$ cat config.mk
export PLATFORM = sky130hd
export DESIGN_NAME = text_console_cursor_engine_top
export DESIGN_NICKNAME = d
export VERILOG_FILES = /design/src/sv/ccur_pkg.sv /design/src/sv/ccur_front.sv /design/src/sv/ccur_queue.sv /design/src/sv/ccur_back.sv /design/src/sv/text_console_cursor_engine_top.sv
export SDC_FILE = /design/constraint.sdc
export NUM_CORES = 1
export LEC_CHECK = 0
export BUFFER_PORTS_ARGS = -buffer_cell sky130_fd_sc_hd__buf_4
export CAP_MARGIN = 15
export CORE_MARGIN = 3
export CORE_UTILIZATION = 40
export CTS_CLUSTER_DIAMETER = 120
export CTS_CLUSTER_SIZE = 24
export DETAILED_ROUTE_END_ITERATION = 10
export GPL_TIMING_DRIVEN = 0
export PLACE_DENSITY = 0.56
export SYNTH_ARGS = -nofsm -noshare
export SYNTH_HDL_FRONTEND = slang
export SYNTH_SLANG_ARGS = --single-unit
$ cat constraint.sdc
create_clock -name clk -period 6.8 [get_ports clk]
set_input_delay 1.02 -clock clk [delete_from_list [all_inputs] [get_ports clk]]
set_output_delay 1.02 -clock clk [all_outputs]
set_load 0.05 [all_outputs]
$ cat src/sv/ccur_pkg.sv
`timescale 1ns / 1ps

package ccur_pkg;

  // Control bytes recognized by the console.
  localparam logic [7:0] CH_BEL   = 8'd7;
  localparam logic [7:0] CH_BS    = 8'd8;
  localparam logic [7:0] CH_TAB   = 8'd9;
  localparam logic [7:0] CH_LF    = 8'd10;
  localparam logic [7:0] CH_VT    = 8'd11;
  localparam logic [7:0] CH_FF    = 8'd12;
  localparam logic [7:0] CH_CR    = 8'd13;
  localparam logic [7:0] CH_SPACE = 8'd32;

  // Configuration register indexes.
  localparam logic [1:0] REG_GLYPH_SCALE = 2'd0;
  localparam logic [1:0] REG_COLUMNS     = 2'd1;
  localparam logic [1:0] REG_ROWS        = 2'd2;

  localparam int QUEUE_DEPTH = 4;
  // One quotient bit per step over the 9-bit column.
  localparam int DIV_STEPS   = 9;

  typedef enum logic [1:0] {
    OP_GLYPH  = 2'd0,
    OP_CLEAR  = 2'd1,
    OP_SCROLL = 2'd2,
    OP_CURSOR = 2'd3
  } op_t;

  typedef enum logic [2:0] {
    CLS_PRINT,
    CLS_NEWLINE,
    CLS_TAB,
    CLS_BACKSPACE,
    CLS_CR,
    CLS_FF,
    CLS_NONE
  } cls_t;

  typedef struct packed {
    cls_t       cls;
    logic [7:0] code;
  } q_item_t;

  // Effective (clamped) screen settings.
  typedef struct packed {
    logic [4:0] scale;
    logic [7:0] cols;
    logic [7:0] rows;
  } cfg_t;

endpackage

$ cat src/sv/ccur_front.sv
`timescale 1ns / 1ps

module ccur_front (
  input  logic              in_valid,
  output logic              in_stall,
  input  logic [7:0]        char_code,
  output logic              push,
  output ccur_pkg::q_item_t push_item,
  input  logic              full
);
  import ccur_pkg::*;

  cls_t cls;

  always_comb begin
    unique case (char_code) inside
      CH_LF:         cls = CLS_NEWLINE;
      CH_TAB:        cls = CLS_TAB;
      CH_BS:         cls = CLS_BACKSPACE;
      CH_CR:         cls = CLS_CR;
      CH_FF:         cls = CLS_FF;
      CH_BEL, CH_VT: cls = CLS_NONE;
      default:       cls = CLS_PRINT;
    endcase
  end

  assign in_stall       = full;
  assign push           = in_valid && !full;
  assign push_item.cls  = cls;
  assign push_item.code = char_code;

endmodule

$ cat src/sv/ccur_queue.sv
`timescale 1ns / 1ps

module ccur_queue (
  input  logic              clk,
  input  logic              rst,
  input  logic              push,
  input  ccur_pkg::q_item_t push_item,
  output logic              full,
  input  logic              pop,
  output logic              valid,
  output ccur_pkg::q_item_t head
);
  import ccur_pkg::*;

  localparam int PtrW = $clog2(QUEUE_DEPTH);
  localparam int CntW = $clog2(QUEUE_DEPTH + 1);

  q_item_t          mem [QUEUE_DEPTH];
  logic [PtrW-1:0]  wr_ptr;
  logic [PtrW-1:0]  rd_ptr;
  logic [CntW-1:0]  count;

  always_ff @(posedge clk) begin
    if (push) begin
      mem[wr_ptr] <= push_item;
    end
  end

  always_ff @(posedge clk) begin
    if (rst) begin
      wr_ptr <= '0;
      rd_ptr <= '0;
      count  <= '0;
    end else begin
      if (push) begin
        wr_ptr <= wr_ptr + PtrW'(1);
      end
      if (pop) begin
        rd_ptr <= rd_ptr + PtrW'(1);
      end
      if (push && !pop) begin
        count <= count + CntW'(1);
      end else if (pop && !push) begin
        count <= count - CntW'(1);
      end
    end
  end

  assign full  = (count == CntW'(QUEUE_DEPTH));
  assign valid = (count != '0);
  assign head  = mem[rd_ptr];

endmodule

$ cat src/sv/ccur_back.sv
`timescale 1ns / 1ps

module ccur_back #(
  parameter int TAB_WIDTH = 4
) (
  input  logic              clk,
  input  logic              rst,
  input  ccur_pkg::cfg_t    cfg,
  input  logic              q_valid,
  input  ccur_pkg::q_item_t q_item,
  output logic              q_pop,
  output logic              out_valid,
  input  logic              out_stall,
  output logic [1:0]        op,
  output logic [7:0]        cell_col,
  output logic [7:0]        cell_row,
  output logic [15:0]       pixel_x,
  output logic [15:0]       pixel_y,
  output logic [7:0]        glyph,
  output logic              last
);
  import ccur_pkg::*;

  typedef enum logic [1:0] {ST_FETCH, ST_WRAP, ST_DIV, ST_CURSOR} state_t;

  // Reciprocal of the tab width, exact for any 8-bit column.
  localparam int TabRecip = (65536 + TAB_WIDTH - 1) / TAB_WIDTH;
  localparam int DivCntW  = $clog2(DIV_STEPS);

  state_t               state;
  logic [8:0]           cur_col;
  logic [9:0]           cur_row;
  logic [7:0]           tab_q;
  logic [8:0]           div_rem;
  logic [8:0]           div_quo;
  logic [DivCntW-1:0]   div_cnt;

  op_t                  out_op;
  logic [7:0]           out_col;
  logic [7:0]           out_row;
  logic [15:0]          out_px;
  logic [15:0]          out_py;
  logic [7:0]           out_glyph;
  logic                 out_last;

  logic                 out_free;
  logic                 out_load;
  logic [12:0]          mult_x;
  logic [11:0]          mult_y;
  logic [15:0]          pix_x;
  logic [15:0]          pix_y;
  logic [23:0]          tab_prod;
  logic [8:0]           tab_stop;

  logic                 first_emit;
  logic                 first_at;
  op_t                  first_op;
  logic [7:0]           first_glyph;
  logic [8:0]           col_t;
  logic [9:0]           row_t;

  logic [8:0]           cols9;
  logic                 need_div;
  logic                 wrap;
  logic [8:0]           col_w;
  logic [9:0]           row_w;
  logic                 need_scroll;
  logic [9:0]           row_f;

  logic [8:0]           trial;
  logic                 take;
  logic [8:0]           rem_step;
  logic [8:0]           quo_step;

  assign out_free = !out_valid || !out_stall;

  // Pixel origin of the cell at the cursor registers.
  assign mult_x = 13'(cur_col[7:0]) * 13'(cfg.scale);
  assign mult_y = 12'(cur_row[7:0]) * 12'(cfg.scale);
  assign pix_x  = {mult_x, 3'b000};
  assign pix_y  = {mult_y, 4'b0000};

  // tab_q holds the column divided by the tab width, refreshed while the
  // cursor block waits, so the tab stop needs no divide at fetch time.
  assign tab_prod = 24'(cur_col[7:0]) * 24'(TabRecip);
  assign tab_stop = 9'((int'(tab_q) + 1) * TAB_WIDTH);

  always_comb begin
    first_emit  = 1'b1;
    first_at    = 1'b1;
    first_op    = OP_GLYPH;
    first_glyph = CH_SPACE;
    col_t       = cur_col;
    row_t       = cur_row;
    unique case (q_item.cls)
      CLS_PRINT: begin
        first_glyph = q_item.code;
        col_t       = cur_col + 9'd1;
      end
      CLS_NEWLINE: begin
        col_t = '0;
        row_t = cur_row + 10'd1;
      end
      CLS_TAB: begin
        col_t = tab_stop;
      end
      CLS_BACKSPACE: begin
        first_emit = (cur_col != '0);
        if (cur_col != '0) begin
          col_t = cur_col - 9'd1;
        end
      end
      CLS_CR: begin
        col_t = '0;
      end
      CLS_FF: begin
        first_at    = 1'b0;
        first_op    = OP_CLEAR;
        first_glyph = '0;
        col_t       = '0;
        row_t       = '0;
      end
      CLS_NONE: begin
        first_emit = 1'b0;
      end
      default: begin
        first_emit = 1'b0;
      end
    endcase
  end

  // A column under twice the width wraps by one subtraction; anything
  // further out goes through the divider.
  assign cols9       = {1'b0, cfg.cols};
  assign need_div    = (cur_col >= {cfg.cols, 1'b0});
  assign wrap        = (cur_col >= cols9);
  assign col_w       = wrap ? cur_col - cols9 : cur_col;
  assign row_w       = wrap ? cur_row + 10'd1 : cur_row;
  assign need_scroll = (row_w >= {2'b00, cfg.rows});
  assign row_f       = need_scroll ? {2'b00, cfg.rows - 8'd1} : row_w;

  assign trial    = {div_rem[7:0], div_quo[8]};
  assign take     = (trial >= cols9);
  assign rem_step = take ? trial - cols9 : trial;
  assign quo_step = {div_quo[7:0], take};

  assign q_pop = (state == ST_FETCH) && q_valid && (!first_emit || out_free);

  // A new command is loaded into the output register this cycle.
  assign out_load = (q_pop && first_emit) ||
                    (state == ST_WRAP && !need_div && need_scroll && out_free) ||
                    (state == ST_CURSOR && out_free);

  always_ff @(posedge clk) begin
    if (rst) begin
      state     <= ST_FETCH;
      cur_col   <= '0;
      cur_row   <= '0;
      tab_q     <= '0;
      out_valid <= 1'b0;
    end else begin
      if (!out_stall && !out_load) begin
        out_valid <= 1'b0;
      end
      unique case (state)
        ST_FETCH: begin
          if (q_pop) begin
            cur_col <= col_t;
            cur_row <= row_t;
            if (first_emit) begin
              out_valid <= 1'b1;
              out_op    <= first_op;
              out_col   <= first_at ? cur_col[7:0] : '0;
              out_row   <= first_at ? cur_row[7:0] : '0;
              out_px    <= first_at ? pix_x : '0;
              out_py    <= first_at ? pix_y : '0;
              out_glyph <= first_glyph;
              out_last  <= 1'b0;
            end
            state <= ST_WRAP;
          end
        end
        ST_WRAP: begin
          if (need_div) begin
            div_rem <= '0;
            div_quo <= cur_col;
            div_cnt <= '0;
            state   <= ST_DIV;
          end else if (!need_scroll || out_free) begin
            cur_col <= col_w;
            cur_row <= row_f;
            if (need_scroll) begin
              out_valid <= 1'b1;
              out_op    <= OP_SCROLL;
              out_col   <= '0;
              out_row   <= '0;
              out_px    <= '0;
              out_py    <= '0;
              out_glyph <= '0;
              out_last  <= 1'b0;
            end
            state <= ST_CURSOR;
          end
        end
        ST_DIV: begin
          div_rem <= rem_step;
          div_quo <= quo_step;
          div_cnt <= div_cnt + DivCntW'(1);
          if (div_cnt == DivCntW'(DIV_STEPS - 1)) begin
            cur_col <= rem_step;
            cur_row <= cur_row + {1'b0, quo_step};
            state   <= ST_WRAP;
          end
        end
        ST_CURSOR: begin
          tab_q <= tab_prod[23:16];
          if (out_free) begin
            out_valid <= 1'b1;
            out_op    <= OP_CURSOR;
            out_col   <= cur_col[7:0];
            out_row   <= cur_row[7:0];
            out_px    <= pix_x;
            out_py    <= pix_y;
            out_glyph <= '0;
            out_last  <= 1'b1;
            state     <= ST_FETCH;
          end
        end
        default: begin
          state <= ST_FETCH;
        end
      endcase
    end
  end

  assign op       = out_op;
  assign cell_col = out_col;
  assign cell_row = out_row;
  assign pixel_x  = out_px;
  assign pixel_y  = out_py;
  assign glyph    = out_glyph;
  assign last     = out_last;

  a_last_on_cursor: assert property (@(posedge clk) disable iff (rst)
    out_valid |-> (out_last == (out_op == OP_CURSOR)))
    else $error("last flag does not match the cursor block command");

  a_blank_fields: assert property (@(posedge clk) disable iff (rst)
    out_valid && (out_op == OP_CLEAR || out_op == OP_SCROLL) |->
      out_col == '0 && out_row == '0 && out_px == '0 && out_py == '0 && out_glyph == '0)
    else $error("clear or scroll command carries nonzero cell fields");

  a_pop_needs_item: assert property (@(posedge clk) disable iff (rst)
    q_pop |-> q_valid)
    else $error("queue popped while empty");

  a_div_returns: assert property (@(posedge clk) disable iff (rst)
    state == ST_DIV && div_cnt == DivCntW'(DIV_STEPS - 1) |=> state == ST_WRAP)
    else $error("divider did not hand back to the wrap step");

endmodule

$ cat src/sv/text_console_cursor_engine_top.sv
// Character-cell console cursor engine.
// Input channel: one character byte per beat on char_code (in_valid/in_stall).
// Output channel: cell drawing commands (out_valid/out_stall) with op, target
// cell, pixel origin, glyph and a last flag on the final command of a character.
// Each character gives one to three commands, always ending in a cursor block.
// Characters pass through a four-entry queue into a sequencer that takes each
// character through its steps in order: first command, wrap and scroll, cursor
// block. It takes the next character only once the cursor block of the last one
// is loaded. A column that lands two or more screen widths out (after the column
// count was lowered) is wrapped by a bit-serial divider before the wrap step runs
// again. A stall on the output holds the current command and stops the sequencer
// at any step that loads a command; the queue keeps taking characters until it
// is full, then raises in_stall.
// Reset puts the cursor at column 0, row 0, empties the queue and sets scale 1,
// 80 columns and 25 rows. Write cfg_write/cfg_index/cfg_data only while idle.
`timescale 1ns / 1ps

module text_console_cursor_engine_top #(
  parameter int TAB_WIDTH = 4
) (
  input  logic        clk,
  input  logic        rst,
  input  logic        cfg_write,
  input  logic [1:0]  cfg_index,
  input  logic [7:0]  cfg_data,
  input  logic        in_valid,
  output logic        in_stall,
  input  logic [7:0]  char_code,
  output logic        out_valid,
  input  logic        out_stall,
  output logic [1:0]  op,
  output logic [7:0]  cell_col,
  output logic [7:0]  cell_row,
  output logic [15:0] pixel_x,
  output logic [15:0] pixel_y,
  output logic [7:0]  glyph,
  output logic        last
);
  import ccur_pkg::*;

  logic [4:0] scale_reg;
  logic [7:0] cols_reg;
  logic [7:0] rows_reg;
  cfg_t       cfg;

  logic       push;
  q_item_t    push_item;
  logic       full;
  logic       q_pop;
  logic       q_valid;
  q_item_t    q_head;

  always_ff @(posedge clk) begin
    if (rst) begin
      scale_reg <= 5'd1;
      cols_reg  <= 8'd80;
      rows_reg  <= 8'd25;
    end else if (cfg_write) begin
      case (cfg_index)
        REG_GLYPH_SCALE: scale_reg <= cfg_data[4:0];
        REG_COLUMNS:     cols_reg  <= cfg_data;
        REG_ROWS:        rows_reg  <= cfg_data;
        default: begin
        end
      endcase
    end
  end

  // Out-of-range settings are clamped to the nearest usable value.
  always_comb begin
    if (scale_reg == 5'd0) begin
      cfg.scale = 5'd1;
    end else if (scale_reg > 5'd16) begin
      cfg.scale = 5'd16;
    end else begin
      cfg.scale = scale_reg;
    end
    cfg.cols = (cols_reg < 8'd4) ? 8'd4 : cols_reg;
    cfg.rows = (rows_reg == 8'd0) ? 8'd1 : rows_reg;
  end

  ccur_front u_front (
    .in_valid  (in_valid),
    .in_stall  (in_stall),
    .char_code (char_code),
    .push      (push),
    .push_item (push_item),
    .full      (full)
  );

  ccur_queue u_queue (
    .clk       (clk),
    .rst       (rst),
    .push      (push),
    .push_item (push_item),
    .full      (full),
    .pop       (q_pop),
    .valid     (q_valid),
    .head      (q_head)
  );

  ccur_back #(
    .TAB_WIDTH (TAB_WIDTH)
  ) u_back (
    .clk       (clk),
    .rst       (rst),
    .cfg       (cfg),
    .q_valid   (q_valid),
    .q_item    (q_head),
    .q_pop     (q_pop),
    .out_valid (out_valid),
    .out_stall (out_stall),
    .op        (op),
    .cell_col  (cell_col),
    .cell_row  (cell_row),
    .pixel_x   (pixel_x),
    .pixel_y   (pixel_y),
    .glyph     (glyph),
    .last      (last)
  );

endmodule

==> out/results.txt <==
status -> finished clean
Cell Pwr Density -> 376 nW/um2
max frequency -> 186 MHz
clock root cell -> clkbuf_16
WP buf/inv -> 3
mean post-synth cell area -> 10.1 um2
Post-DRT Antenna Nets -> 0
post-CTS sizing -> 0
area of the multi-input gates -> 6890 um2
via count -> 9248
Placer Congestion -> 0.893
CP Class -> reg -> reg
most numerous cell in the Yosys netlist -> edfxtp_1
fin crit period -> 5.37 ns
Seq cells post-synth -> 175
Commonest cells post-synth -> edfxtp_1 (117), ha_1 (104), nor2_1 (100)
DP Area -> 13300 um2
Synth top area share -> 0.288
# Post-CTS Setup Buffers -> 0
Worst EP arrival -> 5.56 ns
Max Cap Viol -> 0
WL/cell -> 18.5 um
# fillers -> 2864
Num CTS Buffers -> 17
worst vdd ir -> 0.195 mV
CP Max Fanout -> 10
CTS Sinks -> 175
first-pass GRT wire length -> 50800 um
count of cell types in the netlist -> 80
Initial Util -> 0.408
grt ovf -> 0
period utilization -> 0.790
synthesis-to-finish area growth -> 13.7%
Nets -> 1480
vias in the first global route -> 9222
headroom to the max-slew limit -> 0.318
DRT Pass-1 Iters -> 5
FF-to-FF path depth -> 16
Core Box Area -> 29900 um2
Die ar. -> 32600 um2
layout cells sized above 1 -> 0.130
CP dominant cell by count -> fa_1
Crit path max-delay family -> adder cells
ranking of synthesized cells by area -> edfxtp_1 (29%), ha_1 (11%), dfxtp_1 (9.5%)
hold endpoint -> scale_reg[0]
global router's overall resource usage -> 0.195
Reg-to-Reg End -> u_back.pixel_x[14]
cts-stage hold buffer count -> 0
DR iter-0 viols -> 544
Clock power frac -> 0.186
post-detail-place hpwl -> 24100 um
design area -> 13900 um2
max reg flops -> 44
CP startpoint kind -> flip-flop
crit-path cells -> clkbuf_1, nor2b_1, clkbuf_1, nand2_1, fa_1, fa_1, fa_1, inv_1, ha_1, a21oi_1, o21ai_0, a2111oi_0, nor3b_1, a31oi_1, xor2_1, nor2_1
TNS Setup -> 0 ns
initial antenna violation count -> 0
sw frac -> 0.457
reg-to-reg slack, setup -> 1.43 ns
slowest CP cell -> nor2b_1
final WL -> 31700 um
Tightest Pin Transition -> 1.02 ns
Comb power frac -> 0.514
RSZ-0062 raised after global routing -> false
Finish-stage setup viols -> 0
Async S/R FF share, synth -> 0
worst flop-to-flop path startpoint -> scale_reg[4]
final core occ -> 0.464
hold_ws -> 0.496 ns
n_diodes -> 0
DIE WIDTH -> 181 um
dominant synthesized flop cell -> edfxtp_1
FF/Latch Area -> 4670 um2
Hold Path Cell Cnt -> 2
WP depth -> 16
Pint -> 2.83 mW
Final Hold Fails -> 0
PortBufs -> 75
largest net degree at the start of global routing -> 42
chip height -> 181 um
hold_sp -> scale_reg[0]
Switching Power -> 2.38 mW
CTS clk-pin slew, worst paths -> 0.08 ns
Reg with most FFs -> u_queue.mem
register area share after synthesis -> 0.383
LEAKAGE -> 5.91 nW
Clock Latency Late Sink -> 0.44 ns
fin. max-slew vios -> 0
number of synthesized flops with an enable pin -> 117
Hold Path Class -> reg -> reg
met2 Usage GRT -> 0.322
htree depth -> 4
post-synthesis cell count -> 1210
GR met3 Demand/Resource -> 0.0260
Final Skew -> 0.0113 ns
CTS tree -> yes
crit end category -> flip-flop
DR vias/cell -> 5.39
share of power burned in registers -> 0.300
num ports -> 84
Mapped Area -> 12200 um2
Yosys Warn Count -> 0
DRC violations left -> 0
row count -> 63
slowest stage delay, CP -> 0.63 ns
Crit path required time -> 6.98 ns
met1 usage -> 0.267
Pwr Total -> 5.22 mW
Max clock buf depth -> 2
Synth area leader -> edfxtp_1
grt peak-use layer -> met2
Critical path origin -> scale_reg[4]
[layout make-up]
type / instances / share of cell area
Multi-Input combinational cell: 882 / 0.497
Inverter: 98 / 0.0265
Sequential cell: 175 / 0.337
Clock buffer: 18 / 0.0310
Tap cell: 390 / 0.0352
Clock inverter: 14 / 0.00893
Buffer: 61 / 0.0207
Timing Repair Buffer: 78 / 0.0437
[how the worst max path moves through the flow]
stage	endpoint	slack [ns]
final	u_back.pixel_x[14]	1.43
after global routing	u_back.pixel_x[14]	0.95
after CTS	u_back.pixel_y[15]	1.38
after detailed placement	u_back.pixel_x[14]	1.39
after global placement	u_back.cell_col[3]	0.30
after floorplan	u_back.cell_col[0]	1.76
[worst min-delay path, delay by kind of cell (launching register included)]
kind / cells / cell delay, ns
AND/OR/NAND/NOR: 1 / 0.06
flip-flops: 1 / 0.34
multiplexers: 1 / 0.07
[cells by family after synthesis]
kind of cell / Yosys count / synth area share
other: 1 / 0.000308
multiplexers: 52 / 0.0558
XOR/XNOR: 67 / 0.0481
buffers and inverters: 159 / 0.0537
adder cells (fa/ha/maj): 144 / 0.172
flip-flops: 175 / 0.383
AND/OR/NAND/NOR: 379 / 0.154
AO/OA/AOI/OAI: 233 / 0.132
[power groups by stage]
stage / combinational [mW] / clock [mW] / sequential (mW)
global placement: 2.61 / 0 / 1.61
finish: 2.68 / 0.970 / 1.57
detailed placement: 2.65 / 0 / 1.59
global route: 2.90 / 1.02 / 1.59
CTS: 2.67 / 0.991 / 1.57
floorplan: 1.51 / 0 / 1.96
[layer usage]
| layer | share of wire | wire length (um) |
|---|---|---|
| met5 | 0 | 0 |
| met4 | 0.023 | 741 |
| met3 | 0.045 | 1420 |
| met2 | 0.46 | 14700 |
| met1 | 0.47 | 14900 |
[metrics by stage]
stage               setup WS (ns)  cells
global placement            0.303   1681
finish                       1.43   1716
floorplan                    1.76   1216
CTS                          1.38   1716
detailed placement           1.39   1684
global route                0.952   1716
[layout by cell type (no fill, tap or decap), drive strengths merged, types with 7 or more instances in the layout]
cell type    n
edfxtp     117
inv        107
ha         104
buf        104
nor2       103
nand2       89
dfxtp       58
o21ai       53
clkbuf      53
and2        48
a21oi       45
xnor2       43
fa          40
nor2b       32
mux2i       32
xor2        24
nor3        22
nand3       22
a21o        17
a211oi      16
and3        16
o21a        14
mux4        11
nor4        10
a31oi       10
o22ai       10
mux2         9
nand4        7
or3          7
conb         7
or2          7
Note: power is estimated with default switching activity, not from simulation.
